$ cat src/sv/bzs_pkg.sv
// bzs_pkg: shared widths, types and the de casteljau step sequence for the bezier sampler
// no dependencies; imported by every other file of the block
`default_nettype none
package bzs_pkg;

	localparam int MaxPoints   = 64;
	localparam int MaxInterior = MaxPoints - 2;
	localparam int IdxW        = $clog2(MaxPoints);
	localparam int CoordW      = 32;
	localparam int StepW       = 31;
	localparam int DistW       = 36;
	localparam int SqW         = 66;
	localparam int RootW       = SqW / 2;
	localparam int FracW       = 16;
	localparam int TW          = FracW + 1;
	localparam int MulW        = 34;
	localparam int OpCnt       = 9;
	localparam int OpW         = $clog2(OpCnt);

	typedef logic signed [CoordW-1:0] coord_t;

	typedef enum logic [3:0] {
		S_IDLE, S_SQX, S_SQY, S_SQSUM, S_SQRT, S_DIVN,
		S_PT, S_DIVT, S_LOAD, S_OP, S_ADD, S_OUT
	} state_t;

	typedef enum logic {OP_LERP, OP_DROP} op_t;

	// lerp w0,w1 into the tail, or drop the head, over a four-entry queue
	localparam op_t OpSeq [OpCnt] = '{OP_LERP, OP_LERP, OP_LERP, OP_DROP,
		OP_LERP, OP_LERP, OP_DROP, OP_DROP, OP_LERP};

	typedef struct packed {
		logic busy;
		logic done;
	} unit_status_t;

endpackage
`default_nettype wire

$ cat src/sv/bzs_div.sv
// bzs_div: restoring unsigned divider, one quotient bit per cycle
// depends on bzs_pkg
`default_nettype none
module bzs_div (
	input  wire                       clk,
	input  wire                       arst_n,
	input  wire                       start,
	input  wire [bzs_pkg::DistW-1:0]  dividend,
	input  wire [bzs_pkg::StepW-1:0]  divisor,
	output logic [bzs_pkg::DistW-1:0] quotient,
	output bzs_pkg::unit_status_t     status
);
	import bzs_pkg::*;

	localparam int CntW = $clog2(DistW);

	logic [DistW-1:0] q_q;
	logic [StepW-1:0] rem_q;
	logic [StepW-1:0] d_q;
	logic [CntW-1:0]  cnt_q;
	logic             busy_q;
	logic             done_q;

	logic [StepW:0]   r_sh;
	logic             ge;

	always_comb begin
		r_sh = {rem_q, q_q[DistW-1]};
		ge   = r_sh >= {1'b0, d_q};
	end

	always_ff @(posedge clk or negedge arst_n) begin
		if (!arst_n) begin
			busy_q <= 1'b0;
			done_q <= 1'b0;
			cnt_q  <= '0;
		end else begin
			done_q <= 1'b0;
			if (start) begin
				busy_q <= 1'b1;
				cnt_q  <= CntW'(DistW - 1);
			end else if (busy_q) begin
				if (cnt_q == '0) begin
					busy_q <= 1'b0;
					done_q <= 1'b1;
				end else begin
					cnt_q <= cnt_q - 1'b1;
				end
			end
		end
	end

	always_ff @(posedge clk) begin
		if (start) begin
			q_q   <= dividend;
			rem_q <= '0;
			d_q   <= divisor;
		end else if (busy_q) begin
			q_q   <= {q_q[DistW-2:0], ge};
			rem_q <= ge ? StepW'(r_sh - {1'b0, d_q}) : StepW'(r_sh);
		end
	end

	assign quotient = q_q;
	assign status   = '{busy: busy_q, done: done_q};
endmodule
`default_nettype wire

$ cat config.mk
export PLATFORM = sky130hd
export DESIGN_NAME = bzs_div
export DESIGN_NICKNAME = d
export VERILOG_FILES = /design/src/sv/bzs_pkg.sv /design/src/sv/bzs_div.sv
export SDC_FILE = /design/constraint.sdc
export NUM_CORES = 1
export LEC_CHECK = 0
export BUFFER_PORTS_ARGS = -buffer_cell sky130_fd_sc_hd__buf_2
export CORE_MARGIN = 2
export CORE_UTILIZATION = 57
export DETAILED_ROUTE_END_ITERATION = 10
export PLACE_DENSITY = 0.81
export SLEW_MARGIN = 20
export SYNTH_ARGS = -nofsm -noshare
export SYNTH_HDL_FRONTEND = slang
export SYNTH_SLANG_ARGS = --single-unit
$ cat constraint.sdc
create_clock -name clk -period 3.8 [get_ports clk]
set_input_delay 0.95 -clock clk [delete_from_list [all_inputs] [get_ports clk]]
set_output_delay 0.95 -clock clk [all_outputs]
set_load 0.02 [all_outputs]
* Word level (Yosys, flattened, before mapping)
Cells that the tools add are included.
W data, S select, Z words.
** Word-level totals
- Input port bits :: 70
- Bits in registers :: 106
- Word-level logic and storage cells :: 25
- Output and inout bits :: 38
** Operators by class
- Mux-type cells :: 12
- Add/subtract/negate cells :: 2
- Equality and inequality tests :: 1
- $lt $le $gt $ge :: 1
- Reductions and logical operators :: 3
** Operator list (count)
- $mux W36 :: 2
- $ge A32 B31 Y1 :: 1
- $mux W31 :: 1
- $sub A31 B31 Y31 :: 1
- $mux W6 :: 3
- $logic_not A6 Y1 :: 1
- $mux W1 :: 6
- $sub A6 B1 Y6 const B :: 1
- $ne A2 B2 Y1 const B :: 1
- $reduce_and A2 Y1 :: 1
- $reduce_bool A2 Y1 :: 1

* Depth between registers and ports, before layout
Gate-level depths: netlist of run 1.
- Depth in word-level cells :: 4
- Mapped depth :: 13

* Worst setup path after synthesis of run 1
Ideal clock, no wire load.
- Path kind :: register to register
- From :: register q_q[35], in the netlist quotient[35]
- To :: register rem_q[26]
- Cell stages (with the launch flop) :: 12
- Setup time :: 0.091 ns
- Data arrival time :: 2.875 ns
- Period minus slack after synthesis :: 2.966 ns
- Slack :: 0.834 ns
- Cells stage by stage :: edfxtp_1 -> inv_1 -> ha_1 -> fa_1 -> nand2b_1 -> a21oi_1 -> nor2_1 -> o21a_1 -> a311o_1 -> o31ai_1 -> mux2_2 -> a311oi_1
** On the way
- Word-level cells in the longest chain between the ends :: 2
** Ends and longest elaborated chain
- start, declared :: line bzs_div.sv:17 : logic [DistW-1:0] q_q;
- start signal, assigned :: line bzs_div.sv:55 : q_q <= dividend;
- start signal, assigned :: line bzs_div.sv:59 : q_q <= {q_q[DistW-2:0], ge};
- $sub A31 B31 Y31 or $ge A32 B31 Y1 (tied branches) :: line bzs_div.sv:60, bzs_div.sv:29
- $mux W31 * :: line bzs_div.sv:60 : rem_q <= ge ? StepW'(r_sh - {1'b0, d_q}) : StepW'(r_sh);
- end signal, assigned :: line bzs_div.sv:60
- end, declared :: line bzs_div.sv:18 : logic [StepW-1:0] rem_q;
Every way passes the cells marked *; elsewhere a longest branch is shown, timed or not.
A chain may end at the register's enable or synchronous reset.

* Worst setup path after layout of run 1
- From :: register q_q[35], in the netlist quotient[35]
- To :: register rem_q[7]
The elaborated chain is that of the path after synthesis.

==> results of run 1 <==
cell families after synthesis:
family | count (synthesis) | synth area share
AOI/OAI and AO/OA | 145 | 0.164
and+or+nand+nor | 162 | 0.127
adders and majority gates | 34 | 0.0709
muxes | 51 | 0.0918
buffers and inverters | 71 | 0.0494
xor gates and xnor gates | 23 | 0.0330
DFF | 106 | 0.464
through the flow:
step | cells | hold slack, ps | util
3_5_place_dp | 814 | 481 | 0.649
5_1_grt | 830 | 392 | 0.665
6_report | 830 | 388 | 0.665
3_3_place_gp | 814 | 482 | 0.649
4_1_cts | 830 | 383 | 0.665
2_1_floorplan | 592 | 453 | -
flip-flops by register name, indices dropped and copies added (netlist names):
signal and flops:
d_q 31, busy_q 1, quotient 36, done_q 1, cnt_q 6, rem_q 31
layout by cell type (no fill, tap or decap), drive strengths merged, types with 12 or more instances in the layout:
master and instances:
a21oi 41, o21ai 19, clkbuf 12, mux2 40, nor2 58, ha 33, inv 43, dfxtp 31
nand2 43, a211oi 20, xnor2 15, buf 114, edfxtp 67
worst register-to-register path, cell delays in order (launching register included):
cell	delay, ps
edfxtp_1	370
inv_1	80
ha_1	230
fa_1	410
nand2b_1	190
a21oi_1	180
o21a_1	190
nor4_1	80
o21a_1	490
buf_4	340
a2111oi_0	400
a21oi_1	80
a211oi_1	250
synthesized netlist by cell type (all sizes together) (6+ instances only):
cell    number
a211oi      20
dfrtp        8
mux2i       11
dfxtp       31
nor3         8
a311oi       8
nand2       43
a21o         6
o21ai       19
ha          33
nand2b       7
o21bai       6
clkbuf      17
nor2        58
buf         11
nand3        7
mux2        40
inv         43
o21a         6
xnor2       15
edfxtp      67
nand4        6
a31oi        6
xor2         8
a21oi       41
final cells by class:
type,count,area (um^2)
Fill cell,837,3480
Multi-Input combinational cell,415,2970
Clock inverter,4,30.0
Clock buffer,12,135
Inverter,43,161
Timing Repair Buffer,114,591
Sequential cell,106,2830
Tap cell,136,170
how the worst max path moves through the flow:
stage / cells past startpoint / start / to
2_1_floorplan: 11 / quotient[35] / rem_q[26]
3_3_place_gp: 12 / quotient[35] / rem_q[7]
3_5_place_dp: 12 / quotient[35] / rem_q[7]
4_1_cts: 12 / quotient[35] / rem_q[7]
5_1_grt: 12 / quotient[35] / rem_q[7]
6_report: 12 / quotient[35] / rem_q[7]
power by group:
part	leakage (nW)	total [mW]	internal (mW)	switching, mW
combinational	1.84	2.00	0.840	1.16
clock	0.0805	0.627	0.241	0.386
sequential	1.03	1.60	1.45	0.153
per-layer routing:
metal | global-route usage | part of all wire | vias up | wire length (um)
li1 | - | - | 2365 | -
met1 | 0.305 | 0.44 | 2308 | 5780
met2 | 0.391 | 0.49 | 135 | 6440
met3 | 0.0557 | 0.057 | 15 | 754
met4 | 0.0769 | 0.014 | 0 | 183
met5 | 0 | 0 | - | 0
==> impl_results.rst, run 1 <==
.. list-table::
   :header-rows: 1

   * - Metric
     - Value
   * - Result of the run
     - finished clean
   * - Cells traversed along the worst timing path
     - inv_1 -> ha_1 -> fa_1 -> nand2b_1 -> a21oi_1 -> o21a_1 -> nor4_1 -> o21a_1 -> buf_4 -> a2111oi_0 -> a21oi_1 -> a211oi_1
   * - Via count of the first global-routing pass
     - 4729
   * - Die outline area
     - 11600 um^2
   * - Slew @ Worst Pin
     - 824 ps
   * - Fin crit period
     - 3390 ps
   * - Synth unique cells
     - 64
   * - Smallest setup slack after layout
     - 408 ps
   * - Maximum number of pins on one net before global-route repair
     - 64
   * - Synthesized instance count
     - 592
   * - DP Wirelength
     - 9580 um
   * - Maximum fanout encountered on the critical timing path
     - 22
   * - Worst-case clock buffer depth
     - 2
   * - TritonCTS clock tree
     - built
   * - Minimum setup slack among reg-to-reg paths
     - 410 ps
   * - Count of final setup violators
     - 0
   * - Floorplan row count
     - 37
   * - Power per cell area
     - 613 nW/um^2
   * - Overflow left after global routing
     - 0
   * - Data required time at the worst endpoint
     - 4090 ps
   * - Count of pins on the block boundary
     - 108
   * - Crit path buffers/inverters
     - 2
   * - CP startpoint kind
     - register
   * - Slew Limit Headroom
     - 0.451
   * - Floorplan die height
     - 108 um
   * - Worst vdd ir
     - 316 uV
   * - PortBufs
     - 107
   * - Worst Reg-to-Reg Cells
     - 12
   * - Clock sink total
     - 106
   * - Post-synth design cell area
     - 6110 um^2
   * - Post-detailed-route DRC marker count
     - 0
   * - Leakage power summed over all cells
     - 2.96 nW
   * - Category of the worst setup path capture point
     - register
   * - Fin Clk Skew
     - 15.9 ps
   * - RR Startpoint
     - quotient[35]
   * - Average footprint of a synthesized cell
     - 10.3 um^2
   * - Period Utilization, post-route
     - 0.893
   * - Slowest cell on the critical path
     - o21a_1
   * - Core ar.
     - 10400 um^2
   * - Antenna violations before repair
     - 0
   * - Maximum level of the CTS H-tree
     - 3
   * - Critical path class
     - register to register
   * - Number of antenna-violating nets in the routed design
     - 0
   * - Type of the tightest min-delay check
     - primary input to asynchronous set/reset pin
   * - Cell types with the largest area share after synthesis
     - edfxtp_1 33%, dfxtp_1 10%, mux2_2 7.4%
   * - Clock latency on the worst-skew pair
     - 390 ps
   * - GRT Resource Usage Total
     - 0.236
   * - Final number of max-transition violations
     - 0
   * - Placement-stage cell area
     - 6730 um^2
   * - Die W
     - 108 um
   * - Clk slew on worst S/H paths
     - 100 ps
   * - Total Wirelength
     - 13200 um
   * - Resize count post-CTS
     - 0
   * - Data arrival time of the critical path
     - 3680 ps
   * - Final total negative setup slack
     - 0 ps
   * - Post-detailed-route wirelength per cell
     - 15.9 um
   * - Clock Root Buffer
     - clkbuf_8
   * - Number of synthesized flops with an enable pin
     - 67
   * - Clock buffers created by TritonCTS
     - 9
   * - #FFs+latches synth
     - 106
   * - Post-synthesis sequential area ratio
     - 0.464
   * - Number of search-and-repair iterations in the first detailed-routing pass
     - 5
   * - Total Power Consumption
     - 4.23 mW
   * - Max-cap viol count
     - 0
   * - FMAX
     - 0.295 GHz
   * - Post-synth top area share
     - 0.329
   * - Cell family with most CP delay
     - compound AO/OA/AOI/OAI gates
   * - First DRT Iteration DRCs
     - 229
   * - CP peak stage delay
     - 490 ps
   * - DR vias
     - 4823
   * - Setup fix buffers added after clock tree synthesis
     - 0
   * - RSZ-0062 raised after global routing
     - no
   * - Synth warn
     - 0
   * - Hold bufs inserted after CTS
     - 0
   * - Initial core utilization
     - 0.589
   * - Total Nets Final
     - 793
   * - Worst slack at placement
     - 507 ps
   * - Synth area leader
     - edfxtp_1
   * - Net count of the mapped netlist
     - 696
   * - Destination of the worst register-to-register timing path
     - rem_q[7]
   * - Syn-to-layout area delta
     - 12.9%
   * - Diodes inserted
     - 0
   * - Post-synth ARST share
     - 0.0755
   * - Post-synth top flop
     - edfxtp_1
   * - Final standard cell area without fillers
     - 6890 um^2
   * - Routability congestion estimate
     - 0.909
   * - Final number of hold-violating endpoints
     - 0
   * - Routed via count divided by cell count
     - 5.81
   * - Global-route wire length before repair
     - 21800 um
   * - Fraction of layout instances using a drive strength above 1
     - 0.252
Power figures use the tool's default switching activity.
==> inputs of run 2 (changes only) <==
--- a/config.mk
+++ b/config.mk
@@ -6,10 +6,12 @@
 export NUM_CORES = 1
 export LEC_CHECK = 0
 export BUFFER_PORTS_ARGS = -buffer_cell sky130_fd_sc_hd__buf_2
+export CELL_PAD_IN_SITES_DETAIL_PLACEMENT = 0
+export CELL_PAD_IN_SITES_GLOBAL_PLACEMENT = 2
 export CORE_MARGIN = 2
-export CORE_UTILIZATION = 57
+export CORE_UTILIZATION = 36
 export DETAILED_ROUTE_END_ITERATION = 10
-export PLACE_DENSITY = 0.81
+export PLACE_DENSITY_LB_ADDON = 0.1
 export SLEW_MARGIN = 20
 export SYNTH_ARGS = -nofsm -noshare
 export SYNTH_HDL_FRONTEND = slang
==> impl_results.rst, run 2 (same netlist as run 1, synthesis figures left out) <==
.. list-table::
   :header-rows: 1

   * - Metric
     - Value
   * - Cell family with most CP delay
     - compound AO/OA/AOI/OAI gates
   * - DP Wirelength
     - 10700 um
   * - Routed via count divided by cell count
     - 5.15
   * - Flip-flop count of the largest register, all copies and words added
     - 36
   * - FMAX
     - 0.297 GHz
   * - Result of the run
     - finished clean
   * - Cells traversed along the worst timing path
     - inv_1 -> ha_1 -> fa_1 -> nand2b_1 -> a21oi_1 -> nor2_1 -> o21a_1 -> a311o_1 -> o31ai_1 -> mux2_2 -> a311oi_1
   * - Most common cell after layout, fill and taps aside
     - buf_2
   * - Number of search-and-repair iterations in the first detailed-routing pass
     - 4
   * - Slowest cell on the critical path
     - o31ai_1
   * - TritonCTS clock tree
     - built
   * - Worst vdd ir
     - 241 uV
   * - Total Power Consumption
     - 4.63 mW
   * - First DRT Iteration DRCs
     - 297
   * - Final number of hold-violating endpoints
     - 0
   * - Fin crit period
     - 3370 ps
   * - Hold slack
     - 415 ps
   * - Die outline area
     - 18000 um^2
   * - Max-cap viol count
     - 0
   * - Routability congestion estimate
     - 0.796
   * - RR Startpoint
     - quotient[35]
   * - CP peak stage delay
     - 490 ps
   * - Overflow left after global routing
     - 0
   * - Fin util
     - 0.433
   * - Smallest setup slack after layout
     - 435 ps
   * - Core ar.
     - 16600 um^2
   * - Number of antenna-violating nets in the routed design
     - 0
   * - Maximum fanout encountered on the critical timing path
     - 3
   * - Clock Root Buffer
     - clkbuf_16
   * - Destination of the worst register-to-register timing path
     - rem_q[26]
   * - RSZ-0062 raised after global routing
     - no
   * - Count of final setup violators
     - 0
   * - Syn-to-layout area delta
     - 17.6%
   * - Global-route wire length before repair
     - 23900 um
   * - Total Wirelength
     - 14500 um
   * - Die W
     - 134 um
   * - Most frequent cells in the layout
     - 106 x buf_2, 67 x edfxtp_1, 58 x nor2_1, 43 x inv_1, 43 x nand2_1
   * - Slew @ Worst Pin
     - 751 ps
   * - Clk slew on worst S/H paths
     - 80 ps
   * - Maximum number of pins on one net before global-route repair
     - 53
   * - CP startpoint kind
     - register
   * - Via count of the first global-routing pass
     - 4680
   * - Slew Limit Headroom
     - 0.500
   * - Maximum level of the CTS H-tree
     - 3
   * - Category of the worst setup path capture point
     - register
   * - Clock latency on the worst-skew pair
     - 360 ps
   * - Diodes inserted
     - 0
   * - GRT Resource Usage Total
     - 0.168
   * - Hold bufs inserted after CTS
     - 0
   * - Resize count post-CTS
     - 0
   * - Setup fix buffers added after clock tree synthesis
     - 0
   * - Fraction of layout instances using a drive strength above 1
     - 0.261
   * - Data required time at the worst endpoint
     - 4060 ps
   * - DR vias
     - 4726
   * - Floorplan die height
     - 134 um
   * - Clock sink total
     - 106
   * - Initial core utilization
     - 0.368
   * - CP Depth
     - 11
   * - Type of the tightest min-delay check
     - primary input to asynchronous set/reset pin
   * - Clock buffers created by TritonCTS
     - 9
   * - Count of pins on the block boundary
     - 108
   * - Minimum setup slack among reg-to-reg paths
     - 430 ps
   * - Power per cell area
     - 645 nW/um^2
   * - Data arrival time of the critical path
     - 3630 ps
   * - Post-detailed-route DRC marker count
     - 0
   * - Period Utilization, post-route
     - 0.886
   * - Critical path class
     - register to register
   * - Antenna violations before repair
     - 0
   * - Worst slack at placement
     - 488 ps
   * - PortBufs
     - 107
   * - Worst Reg-to-Reg Cells
     - 11
   * - Final number of max-transition violations
     - 0
   * - Total Nets Final
     - 796
   * - Fin Clk Skew
     - 9.60 ps
   * - Worst-case clock buffer depth
     - 2
   * - Final total negative setup slack
     - 0 ps
   * - Crit path buffers/inverters
     - 1
   * - Floorplan row count
     - 47
   * - Leakage power summed over all cells
     - 3.05 nW
   * - Post-detailed-route wirelength per cell
     - 15.8 um
==> run 2: through the flow <==
stage / instances / area [um^2]
2_1_floorplan: 592 / 6110
5_1_grt: 917 / 7180
3_5_place_dp: 901 / 6860
6_report: 917 / 7180
4_1_cts: 917 / 7180
3_3_place_gp: 901 / 6860
==> run 2: power by group <==
part           internal [mW]  switching, mW  leakage, nW
clock network          0.532          0.483        0.157
logic                  0.842           1.17         1.86
registers               1.45          0.149         1.03
total                   2.82           1.81         3.05
==> run 2: final cells by class <==
cell class | count | area (um^2)
Multi-Input combinational cell | 415 | 2980
Clock inverter | 7 | 95.1
Tap cell | 220 | 275
Sequential cell | 106 | 2830
Clock buffer | 9 | 225
Timing Repair Buffer | 117 | 613
Fill cell | 1640 | 9400
Inverter | 43 | 161
==> run 2: routing by layer <==
metal | vias to the layer above | global-route usage | wire length (um)
li1 | 2379 | - | -
met1 | 2283 | 0.222 | 6950
met2 | 52 | 0.276 | 7020
met3 | 12 | 0.0359 | 387
met4 | 0 | 0.0532 | 176
met5 | - | 0 | 0
==> run 2: how the worst max path moves through the flow <==
stage                      start        end  slack [ps]
floorplan           quotient[35]  rem_q[26]         830
CTS                 quotient[35]  rem_q[26]         450
global route             d_q[13]   rem_q[7]         150
global placement    quotient[35]  rem_q[26]         530
detailed placement  quotient[35]  rem_q[26]         490
finish              quotient[35]  rem_q[26]         430
