--- src/sv/bzs_pkg.sv ---
// bzs_pkg: shared widths, types and the de casteljau step sequence for the bezier sampler
// no dependencies; imported by every other file of the block
`default_nettype none
package bzs_pkg;

	localparam int MaxPoints   = 64;
	localparam int MaxInterior = MaxPoints - 2;
	localparam int IdxW        = $clog2(MaxPoints);
	localparam int CoordW      = 32;
	localparam int StepW       = 31;
	localparam int DistW       = 36;
	localparam int SqW         = 66;
	localparam int RootW       = SqW / 2;
	localparam int FracW       = 16;
	localparam int TW          = FracW + 1;
	localparam int MulW        = 34;
	localparam int OpCnt       = 9;
	localparam int OpW         = $clog2(OpCnt);

	typedef logic signed [CoordW-1:0] coord_t;

	typedef enum logic [3:0] {
		S_IDLE, S_SQX, S_SQY, S_SQSUM, S_SQRT, S_DIVN,
		S_PT, S_DIVT, S_LOAD, S_OP, S_ADD, S_OUT
	} state_t;

	typedef enum logic {OP_LERP, OP_DROP} op_t;

	// lerp w0,w1 into the tail, or drop the head, over a four-entry queue
	localparam op_t OpSeq [OpCnt] = '{OP_LERP, OP_LERP, OP_LERP, OP_DROP,
		OP_LERP, OP_LERP, OP_DROP, OP_DROP, OP_LERP};

	typedef struct packed {
		logic busy;
		logic done;
	} unit_status_t;

endpackage
`default_nettype wire

--- src/sv/bzs_isqrt.sv ---
// bzs_isqrt: integer square root, two radicand bits per cycle
// depends on bzs_pkg
`default_nettype none
module bzs_isqrt (
	input  wire                       clk,
	input  wire                       arst_n,
	input  wire                       start,
	input  wire [bzs_pkg::SqW-1:0]    radicand,
	output logic [bzs_pkg::RootW-1:0] root,
	output bzs_pkg::unit_status_t     status
);
	import bzs_pkg::*;

	localparam int RemW = RootW + 2;
	localparam int CntW = $clog2(RootW + 1);

	logic [SqW-1:0]   x_q;
	logic [RemW-1:0]  rem_q;
	logic [RootW-1:0] root_q;
	logic [CntW-1:0]  cnt_q;
	logic             busy_q;
	logic             done_q;

	logic [RemW+1:0]  rem_sh;
	logic [RemW+1:0]  trial;
	logic             ge;

	always_comb begin
		rem_sh = {rem_q, x_q[SqW-1 -: 2]};
		trial  = {2'b00, root_q, 2'b01};
		ge     = rem_sh >= trial;
	end

	always_ff @(posedge clk or negedge arst_n) begin
		if (!arst_n) begin
			busy_q <= 1'b0;
			done_q <= 1'b0;
			cnt_q  <= '0;
		end else begin
			done_q <= 1'b0;
			if (start) begin
				busy_q <= 1'b1;
				cnt_q  <= CntW'(RootW - 1);
			end else if (busy_q) begin
				if (cnt_q == '0) begin
					busy_q <= 1'b0;
					done_q <= 1'b1;
				end else begin
					cnt_q <= cnt_q - 1'b1;
				end
			end
		end
	end

	always_ff @(posedge clk) begin
		if (start) begin
			x_q    <= radicand;
			rem_q  <= '0;
			root_q <= '0;
		end else if (busy_q) begin
			x_q    <= {x_q[SqW-3:0], 2'b00};
			rem_q  <= ge ? RemW'(rem_sh - trial) : RemW'(rem_sh);
			root_q <= {root_q[RootW-2:0], ge};
		end
	end

	assign root   = root_q;
	assign status = '{busy: busy_q, done: done_q};
endmodule
`default_nettype wire

--- config.mk ---
export PLATFORM = sky130hd
export DESIGN_NAME = bzs_isqrt
export DESIGN_NICKNAME = d
export VERILOG_FILES = /design/src/sv/bzs_pkg.sv /design/src/sv/bzs_isqrt.sv
export SDC_FILE = /design/constraint.sdc
export NUM_CORES = 1
export LEC_CHECK = 0
export ABC_AREA = 1
export BUFFER_PORTS_ARGS = -buffer_cell sky130_fd_sc_hd__buf_2
export CAP_MARGIN = 10
export CELL_PAD_IN_SITES_DETAIL_PLACEMENT = 1
export CELL_PAD_IN_SITES_GLOBAL_PLACEMENT = 1
export CORE_MARGIN = 3
export CORE_UTILIZATION = 38
export CTS_CLUSTER_SIZE = 16
export DETAILED_ROUTE_END_ITERATION = 10
export GPL_ROUTABILITY_DRIVEN = 0
export PLACE_DENSITY = 0.87
export SYNTH_ARGS = -nofsm -noshare
export SYNTH_HDL_FRONTEND = slang
export SYNTH_SLANG_ARGS = --single-unit
--- constraint.sdc ---
create_clock -name clk -period 3.2 [get_ports clk]
set_input_delay 0.96 -clock clk [delete_from_list [all_inputs] [get_ports clk]]
set_output_delay 0.96 -clock clk [all_outputs]
set_load 0.05 [all_outputs]
## Yosys cells after proc, flatten, opt, wreduce, memory -nomap -nowiden

Cells that the tools add are included.

- Add/subtract/negate cells: 2
- Reduce and logical (&&, ||, !) cells: 3
- Multiplexer cells: 12
- Equal/unequal tests: 1
- Magnitude comparators: 1

Operator list:

| cell | number |
|---|---|
| $mux 66 | 2 |
| $ge 37x35->1 | 1 |
| $mux 35 | 1 |
| $sub 35x35->35 | 1 |
| $mux 6 | 3 |
| $logic_not 6->1 | 1 |
| $mux 1 | 6 |
| $sub 6x1->6 const B | 1 |
| $ne 2x2->1 const B | 1 |
| $reduce_and 2->1 | 1 |
| $reduce_bool 2->1 | 1 |

- Output and inout port bits: 35
- Logic and storage cells: 25
- Bits of input ports: 69
- Flip-flop bits (word level): 142

## Logic depth before layout (Yosys ltp)

Gate-level depths: netlist of run 1.

- Depth after elaboration: 4
- Depth in mapped cells: 17
- Gate-level depth less buffers: 16

## Worst setup path after synthesis of run 1

OpenSTA, ideal clock, no wires.

- Kind: input to register
- Start point: input port start
- End point: register x_q[0] (enable)
- Required time: 2.743 ns
- Path buffers: 2
- Arrival time: 3.295 ns
- Stages: 4
- Path slack: -0.552 ns
- Cell sequence: buf_2 nor2_1 inv_1 clkbuf_1

- Longest elaborated chain between the ends: 1

Ends and longest elaborated chain:

| element | RTL line | RTL |
|---|---|---|
| start, declared | bzs_isqrt.sv:7 | `input wire start,` |
| $reduce_bool 2->1 (no line) | -- |  |
| end signal, assigned | bzs_isqrt.sv:57 | `x_q <= radicand;` |
| end signal, assigned | bzs_isqrt.sv:61 | `x_q <= {x_q[SqW-3:0], 2'b00};` |
| end, declared | bzs_isqrt.sv:17 | `logic [SqW-1:0] x_q;` |

Every way passes these cells.
A chain may end at the register's enable or synchronous reset.

## Worst setup path in the final report of run 1

- Start point: register root_q[9] (netlist: root[9])
- End point: register rem_q[2]

- Longest elaborated chain between the ends: 2

Ends and longest elaborated chain:

| element | RTL line | RTL |
|---|---|---|
| start, declared | bzs_isqrt.sv:19 | `logic [RootW-1:0] root_q;` |
| start signal, assigned | bzs_isqrt.sv:63 | `root_q <= {root_q[RootW-2:0], ge};` |
| $ge 37x35->1 | bzs_isqrt.sv:31 | `ge = rem_sh >= trial;` |
| $mux 35 | bzs_isqrt.sv:62 | `rem_q <= ge ? RemW'(rem_sh - trial) : RemW'(rem_sh);` |
| end signal, assigned | bzs_isqrt.sv:62 |  |
| end, declared | bzs_isqrt.sv:18 | `logic [RemW-1:0] rem_q;` |

Every way passes these cells.

==> run summary, run 1 <==
Die
* **floorplan die area** 0.02439 mm2
* **core region area** 0.02196 mm2
* **# rows** 54
* **Initial Utilization** 39.02%
* **I/O pin count** 104
* **die width** 156.2 um
* **vertical extent of the die** 156.2 um

Pwr
* **Lkg Pwr** 0.005362 uW
* **switch share** 49.48%
* **power density of the placed cells** 1033 mW/mm2
* **net switching power** 5097 uW
* **proportion of power drawn by combinational gates** 55.1%
* **worst IR drop on VDD** 0.4110 mV
* **total internal power** 5205 uW
* **sequential fraction of design power** 24.8%
* **clock network fraction of design power** 20.1%
* **sum of internal, switching and leakage power** 10300 uW

Route
* **via total after detailed routing** 8252
* **DR DRC count** 0
* **TritonRoute pass-1 iters** 5
* **Antenna Nets Post-Route** 0
* **Top Layer Used** met4
* **total routed wirelength** 26.07 mm
* **Detailed Route Iter0 Violations** 414
* **wire length on met1** 11.25 mm
* **vias per std cell** 5.041
* **wire length per cell** 15.93 um
* **DR WL met3** 1.508 mm
* **met2 wire length** 12.79 mm

Logic synthesis
* **leading cell types by total area after synthesis** nand2_1, edfxtp_1, dfxtp_1
* **Yosys warnings** 0
* **mux cell area share after synthesis** 0%
* **most common library cells after synthesis** nand2_1, inv_1, nand3_1
* **Synth Instances** 1251
* **FFs w/ async S/R, synth** 5.634%
* **sequential area share after synthesis** 41.36%
* **Synth Area in Adders** 5.403%
* **area share of xor/xnor cells in the synthesized design** 1.533%
* **number of nets in the synthesized netlist** 1357
* **number of distinct library cell variants in the gate-level netlist after synthesis** 38
* **fraction of the mapped netlist area in simple logic gates** 36.13%
* **top-area cell type share of the netlist area** 24.49%
* **number of synthesized flops with an enable pin** 66
* **dominant synthesized flop cell** dfxtp_1
* **post-synthesis sequential element count** 142
* **count leader, synth** nand2_1
* **post-synthesis instance area** 0.008568 mm2
* **Mapped Avg Cell Area** 6.849 um2
* **main combinational cell family by area after synthesis** simple AND/OR/NAND/NOR gates
* **cell accounting for the most synthesized area** nand2_1
* **post-synthesis compound-gate area fraction** 5.301%

CTS
* **setup bufs post-CTS** 0
* **clock slew at reported path FFs** 0.07 ns
* **number of buffers inserted during clock tree synthesis** 17
* **number of buffers inserted for hold repair after clock tree synthesis** 0
* **buffers from clock root to sink, at most** 2
* **CTS tree** built
* **CTS resizes** 0
* **library cell used as clock root buffer** clkbuf_16
* **clock sink count** 142
* **clock latency on the worst-skew pair** 0.44 ns
* **CTS HTree Levels** 4

Final layout
* **synthesis-to-layout area growth** 16.36%
* **share of layout cells above drive strength 1** 11.94%
* **area of all placed cells without fillers** 0.009970 mm2
* **diodes inserted** 0
* **number of nets at the end of the flow** 1450
* **fraction of the core area covered by cells at the end of the flow** 45.40%

Worst hold path
* **type of the tightest min-delay check** input pin to async pin

GRT
* **total gr overflow** 0
* **GRT Resource Usage Total** 21.89%
* **largest net degree at the start of global routing** 105
* **number of antenna violations at the first check in global routing** 0
* **global-route wire length before repair** 43.00 mm
* **number of global-route vias before repair** 8695

Worst setup path
* **Slowest-stage cell, CP** ha_1
* **dominant delay contributor by cell family on the critical path** simple AND/OR/NAND/NOR gates
* **critical path class** flip-flop to flip-flop
* **type of origin of the critical path** flip-flop
* **CP Capture Type** flip-flop
* **Crit path buffers/inverters** 3
* **Worst EP arrival** 2.92 ns
* **required time at the endpoint of the critical path** 3.50 ns
* **Most Frequent Cell on Critical Path** nand2_1
* **crit-path max FO** 19
* **delay of the slowest cell on the worst path** 0.35 ns
* **cells traversed along the worst timing path** inv_1 -> ha_1 -> nand2_1 -> inv_1 -> a21oi_1 -> nand2_1 -> nand2_1 -> nand3_2 -> nand2_4 -> buf_4 -> nand3_1 -> nand3_1 -> o21ai_1

Run status
* **outcome** complete, no violations

Timing
* **sum of negative setup slack** 0 ns
* **endpoints failing hold** 0
* **total setup violations reported at the end of the flow** 0
* **Fin Hold WS** 0.3527 ns
* **setup repair after global routing missed its margin** no
* **Slew Limit Fails** 0
* **maximum operating frequency** 380.4 MHz
* **shortest clock period the worst path allows after layout** 2.629 ns
* **Tcrit/Tclk final** 82.15%
* **Slew headroom** 57.73%
* **transition time of the tightest slew-check pin** 0.6341 ns
* **clock tree skew after final layout** 0.01472 ns

Place
* **dpl cell area** 0.009343 mm2
* **number of buffers inserted by port buffering** 103
* **post-detail-place hpwl** 19.27 mm

Run
* **count of max-cap constraint violations** 0

[worst register-to-register path: cells and delay by family (launching register included)]
family / cells / cell delay [ns]
AO/OA/AOI/OAI: 2 / 0.43
adder cells (fa/ha/maj): 1 / 0.35
buffers and inverters: 3 / 0.45
flip-flops: 1 / 0.32
AND/OR/NAND/NOR: 7 / 0.95
[layout make-up]
cell class / count / area (um2)
inverters: 183 / 689.4
fillers: 2877 / 11990
well taps: 280 / 350.3
clock inverters: 15 / 201.4
clock buffers: 17 / 425.4
multi-input cells: 886 / 4149
repair buffers: 114 / 610.6
flip-flops and latches: 142 / 3543
[sequential cells by signal, summed over array words and instances, names as in the netlist]
| signal | flops |
|---|---|
| cnt_q | 6 |
| done_q | 1 |
| x_q | 66 |
| root | 33 |
| busy_q | 1 |
| rem_q | 35 |
[metal layers]
metal / track usage [%] / vias to the layer above
li1: - / 4106
met1: 27.09 / 3907
met2: 38.02 / 197
met3: 5.021 / 42
met4: 6.669 / 0
met5: 0 / -
[layout by cell type (no fill, tap or decap), types with 8 or more instances in the layout]
| cell | n |
|---|---|
| a21oi_1 | 23 |
| buf_2 | 103 |
| buf_4 | 10 |
| clkbuf_16 | 17 |
| dfrtp_1 | 8 |
| dfxtp_1 | 68 |
| edfxtp_1 | 66 |
| ha_1 | 37 |
| inv_1 | 178 |
| nand2_1 | 559 |
| nand3_1 | 94 |
| nand3b_1 | 10 |
| nand4_1 | 9 |
| nor2_1 | 61 |
| o21ai_0 | 10 |
| o22ai_1 | 32 |
| xor2_1 | 11 |
[worst paths after layout]
kind | from | endpoint | slack (ns) | cells after the start
min in group clk | rem_q[33]$_SDFFE_PP0P_ | rem_q[33]$_SDFFE_PP0P_ | 0.46 | 2
setup reg to reg | root[9]$_SDFFE_PP0P_ | rem_q[2]$_SDFFE_PP0P_ | 0.57 | 13
setup / recovery | root[9]$_SDFFE_PP0P_ | rem_q[2]$_SDFFE_PP0P_ | 0.57 | 13
max in group asynchronous | arst_n | cnt_q[1]$_DFFE_PN0P_ | 2.67 | 1
hold reg to reg | rem_q[33]$_SDFFE_PP0P_ | rem_q[33]$_SDFFE_PP0P_ | 0.46 | 2
hold / removal | arst_n | cnt_q[3]$_DFFE_PN0P_ | 0.35 | 1
[kinds of logic after synthesis]
group           Yosys count
flops                   142
xor+xnor                 15
buf+inv                 223
fa+ha+maj                37
simple gates            755
compound gates           79
[power by group through the flow]
stage	registers [uW]	logic [uW]	clock network [uW]
after floorplan	2570	4140	0
after global placement	2570	5370	0
after detailed placement	2590	5560	0
after CTS	2560	5650	2110
after global routing	2600	6440	2190
final	2560	5670	2070
[per-stage QoR]
step	std cells	setup slack, ns
2_1_floorplan	1251	0.5329
3_3_place_gp	1605	0.6371
3_5_place_dp	1605	0.6316
4_1_cts	1637	0.5971
5_1_grt	1637	0.3599
6_report	1637	0.5713
No activity file was read; power rests on OpenSTA's default activity.
==> inputs of run 2 (changes only) <==
--- a/config.mk
+++ b/config.mk
@@ -11,11 +11,11 @@
 export CELL_PAD_IN_SITES_DETAIL_PLACEMENT = 1
 export CELL_PAD_IN_SITES_GLOBAL_PLACEMENT = 1
 export CORE_MARGIN = 3
-export CORE_UTILIZATION = 38
+export CORE_UTILIZATION = 42
 export CTS_CLUSTER_SIZE = 16
 export DETAILED_ROUTE_END_ITERATION = 10
 export GPL_ROUTABILITY_DRIVEN = 0
-export PLACE_DENSITY = 0.87
+export PLACE_DENSITY = 0.9
 export SYNTH_ARGS = -nofsm -noshare
 export SYNTH_HDL_FRONTEND = slang
 export SYNTH_SLANG_ARGS = --single-unit
==> constraint.sdc (replaced) <==
create_clock -name clk -period 2.75 [get_ports clk]
set_input_delay 0.825 -clock clk [delete_from_list [all_inputs] [get_ports clk]]
set_output_delay 0.825 -clock clk [all_outputs]
set_load 0.05 [all_outputs]
==> run 2 against run 1 <==
Critical path depth is 2 higher; sequential share of layout area is 0.067 points lower; clock power is 19% higher; sequential power is 17% higher; core utilization is 5.1 points higher; sequential cell count stayed put; clock-buffer cell count stayed put; first-iteration DRC count is 14% higher; global-route usage is 4.1 points higher; die area is 9.2% lower; fmax is 4.1% higher; clock skew is 0.0070 ns higher.
==> run summary, run 2 (same netlist as run 1, synthesis figures left out) <==
Worst setup path
* **Crit path buffers/inverters** 3
* **Most Frequent Cell on Critical Path** nand2_1
* **required time at the endpoint of the critical path** 3.10 ns
* **delay of the slowest cell on the worst path** 0.40 ns
* **critical path class** flip-flop to flip-flop
* **Worst EP arrival** 2.87 ns
* **crit-path max FO** 20
* **Slowest-stage cell, CP** ha_1
* **type of origin of the critical path** flip-flop
* **CP Capture Type** flip-flop
* **dominant delay contributor by cell family on the critical path** simple AND/OR/NAND/NOR gates
* **cells traversed along the worst timing path** inv_1 -> ha_1 -> o21ai_1 -> nand2_1 -> nand2_1 -> nand2_1 -> nand2_1 -> nand3_2 -> nand2_8 -> buf_6 -> nand3_1 -> nand2_1 -> inv_1 -> nand2_1 -> nand2_1

Pwr
* **sum of internal, switching and leakage power** 12310 uW
* **worst IR drop on VDD** 0.5708 mV
* **Lkg Pwr** 0.005374 uW
* **power density of the placed cells** 1232 mW/mm2

Route
* **Detailed Route Iter0 Violations** 471
* **via total after detailed routing** 8484
* **wire length per cell** 17.42 um
* **vias per std cell** 5.221
* **Antenna Nets Post-Route** 0
* **DR DRC count** 0
* **total routed wirelength** 28.31 mm
* **TritonRoute pass-1 iters** 5

GRT
* **met3 Resource Use GR** 5.986%
* **met1 Use GR** 30.74%
* **GRT Resource Usage Total** 26.03%
* **GRT Max-Usage Layer** met2
* **largest net degree at the start of global routing** 105
* **total gr overflow** 0
* **number of global-route vias before repair** 9229
* **number of antenna violations at the first check in global routing** 2
* **GR Layer Usage met2** 45.90%
* **global-route wire length before repair** 45.93 mm

Run status
* **outcome** complete, no violations

CTS
* **number of buffers inserted during clock tree synthesis** 17
* **clock latency on the worst-skew pair** 0.46 ns
* **CTS HTree Levels** 4
* **clock sink count** 142
* **number of buffers inserted for hold repair after clock tree synthesis** 0
* **library cell used as clock root buffer** clkbuf_16
* **clock slew at reported path FFs** 0.09 ns
* **buffers from clock root to sink, at most** 2
* **CTS tree** built

Die
* **core region area** 0.01978 mm2
* **vertical extent of the die** 148.8 um
* **floorplan die area** 0.02215 mm2
* **# rows** 51
* **Initial Utilization** 43.31%
* **die width** 148.8 um
* **I/O pin count** 104

Final layout
* **number of nets at the end of the flow** 1453
* **max reg flops** 66
* **most frequent standard cell in the layout excluding fill and tap cells** nand2_1
* **diodes inserted** 0
* **sequential cell area** 0.003543 mm2
* **fillers** 2620
* **share of layout cells above drive strength 1** 12.21%
* **area taken by multi-input logic gates** 0.004160 mm2
* **register ranked first by flip-flop count** x_q
* **most used cells in the layout excluding fill and tap cells** nand2_1, inv_1, buf_2, nand3_1, dfxtp_1
* **synthesis-to-layout area growth** 16.57%

Timing
* **sum of negative setup slack** 0 ns
* **Slew headroom** 60.11%
* **Slew Limit Fails** 0
* **setup repair after global routing missed its margin** no
* **maximum operating frequency** 396.0 MHz
* **total setup violations reported at the end of the flow** 0
* **Tcrit/Tclk final** 91.82%
* **endpoints failing hold** 0
* **clock tree skew after final layout** 0.02177 ns
* **shortest clock period the worst path allows after layout** 2.525 ns
* **transition time of the tightest slew-check pin** 0.5984 ns

Place
* **number of buffers inserted by port buffering** 103
* **post-detail-place hpwl** 20.13 mm

Run
* **count of max-cap constraint violations** 0

Worst hold path
* **type of the tightest min-delay check** input pin to async pin

run 2: cell types whose count changed in the layout (fill, tap and decap cells not counted), sizes merged:
cell / previous run / this run
buf: 114 / 117
clkinv: 9 / 8
inv: 189 / 190
run 2: layer usage:
layer / share of wire (%) / vias to the layer above
li1: - / 4113
met1: 42 / 4062
met2: 50 / 232
met3: 5.4 / 73
met4: 3.2 / 4
met5: 0.12 / -
run 2: path summary, 6_finish.rpt:
kind / end / cells past startpoint / slack (ns) / startpoint
min in group clk: rem_q[34]$_SDFFE_PP0P_ / 2 / 0.47 / rem_q[34]$_SDFFE_PP0P_
min: cnt_q[1]$_DFFE_PN0P_ / 1 / 0.23 / arst_n
max: rem_q[25]$_SDFFE_PP0P_ / 15 / 0.23 / root[0]$_SDFFE_PP0P_
max reg2reg: rem_q[25]$_SDFFE_PP0P_ / 15 / 0.23 / root[0]$_SDFFE_PP0P_
min reg2reg: rem_q[34]$_SDFFE_PP0P_ / 2 / 0.47 / rem_q[34]$_SDFFE_PP0P_
max in group asynchronous: cnt_q[0]$_DFFE_PN0P_ / 1 / 2.31 / arst_n
run 2: worst reg2reg max path, cell delays in order (launching register included):
cell,delay [ns]
dfxtp_1,0.36
inv_1,0.11
ha_1,0.40
o21ai_1,0.12
nand2_1,0.16
nand2_1,0.09
nand2_1,0.12
nand2_1,0.14
nand3_2,0.16
nand2_8,0.19
buf_6,0.24
nand3_1,0.12
nand2_1,0.07
inv_1,0.04
nand2_1,0.05
nand2_1,0.04
run 2: report_power, final:
part           total, uW  leakage (uW)  internal (uW)  switching (uW)
clock network       2460      0.000303           1250            1210
logic               6860       0.00369           2120            4730
registers           2990       0.00138           2720             274
total              12300       0.00537           6090            6220
run 2: metrics by stage:
stage               util [%]  cell area, um2  hold WS (ns)  std cells  setup slack (ns)
CTS                    50.42            9973        0.2150       1625            0.1533
detailed placement     47.25            9346        0.4506       1593            0.2114
finish                 50.49            9988        0.2262       1625            0.2250
global placement       47.25            9346        0.4402       1593            0.2523
floorplan                  -            8569        0.4265       1251            0.2179
global route           50.49            9988        0.2133       1625           0.03445
run 2: final cells by class:
type | count | share of cell area (%)
multi-input combinational | 886 | 41.65
sequential | 142 | 35.48
inverter | 183 | 6.902
timing repair buffer | 117 | 6.376
clock buffer | 17 | 4.259
tap | 265 | 3.320
clock inverter | 15 | 2.017
run 2: timing repair:
item,CTS,global route
resized for setup,0,3
buffers inserted,0,0
endpoints found under the setup margin,0,23
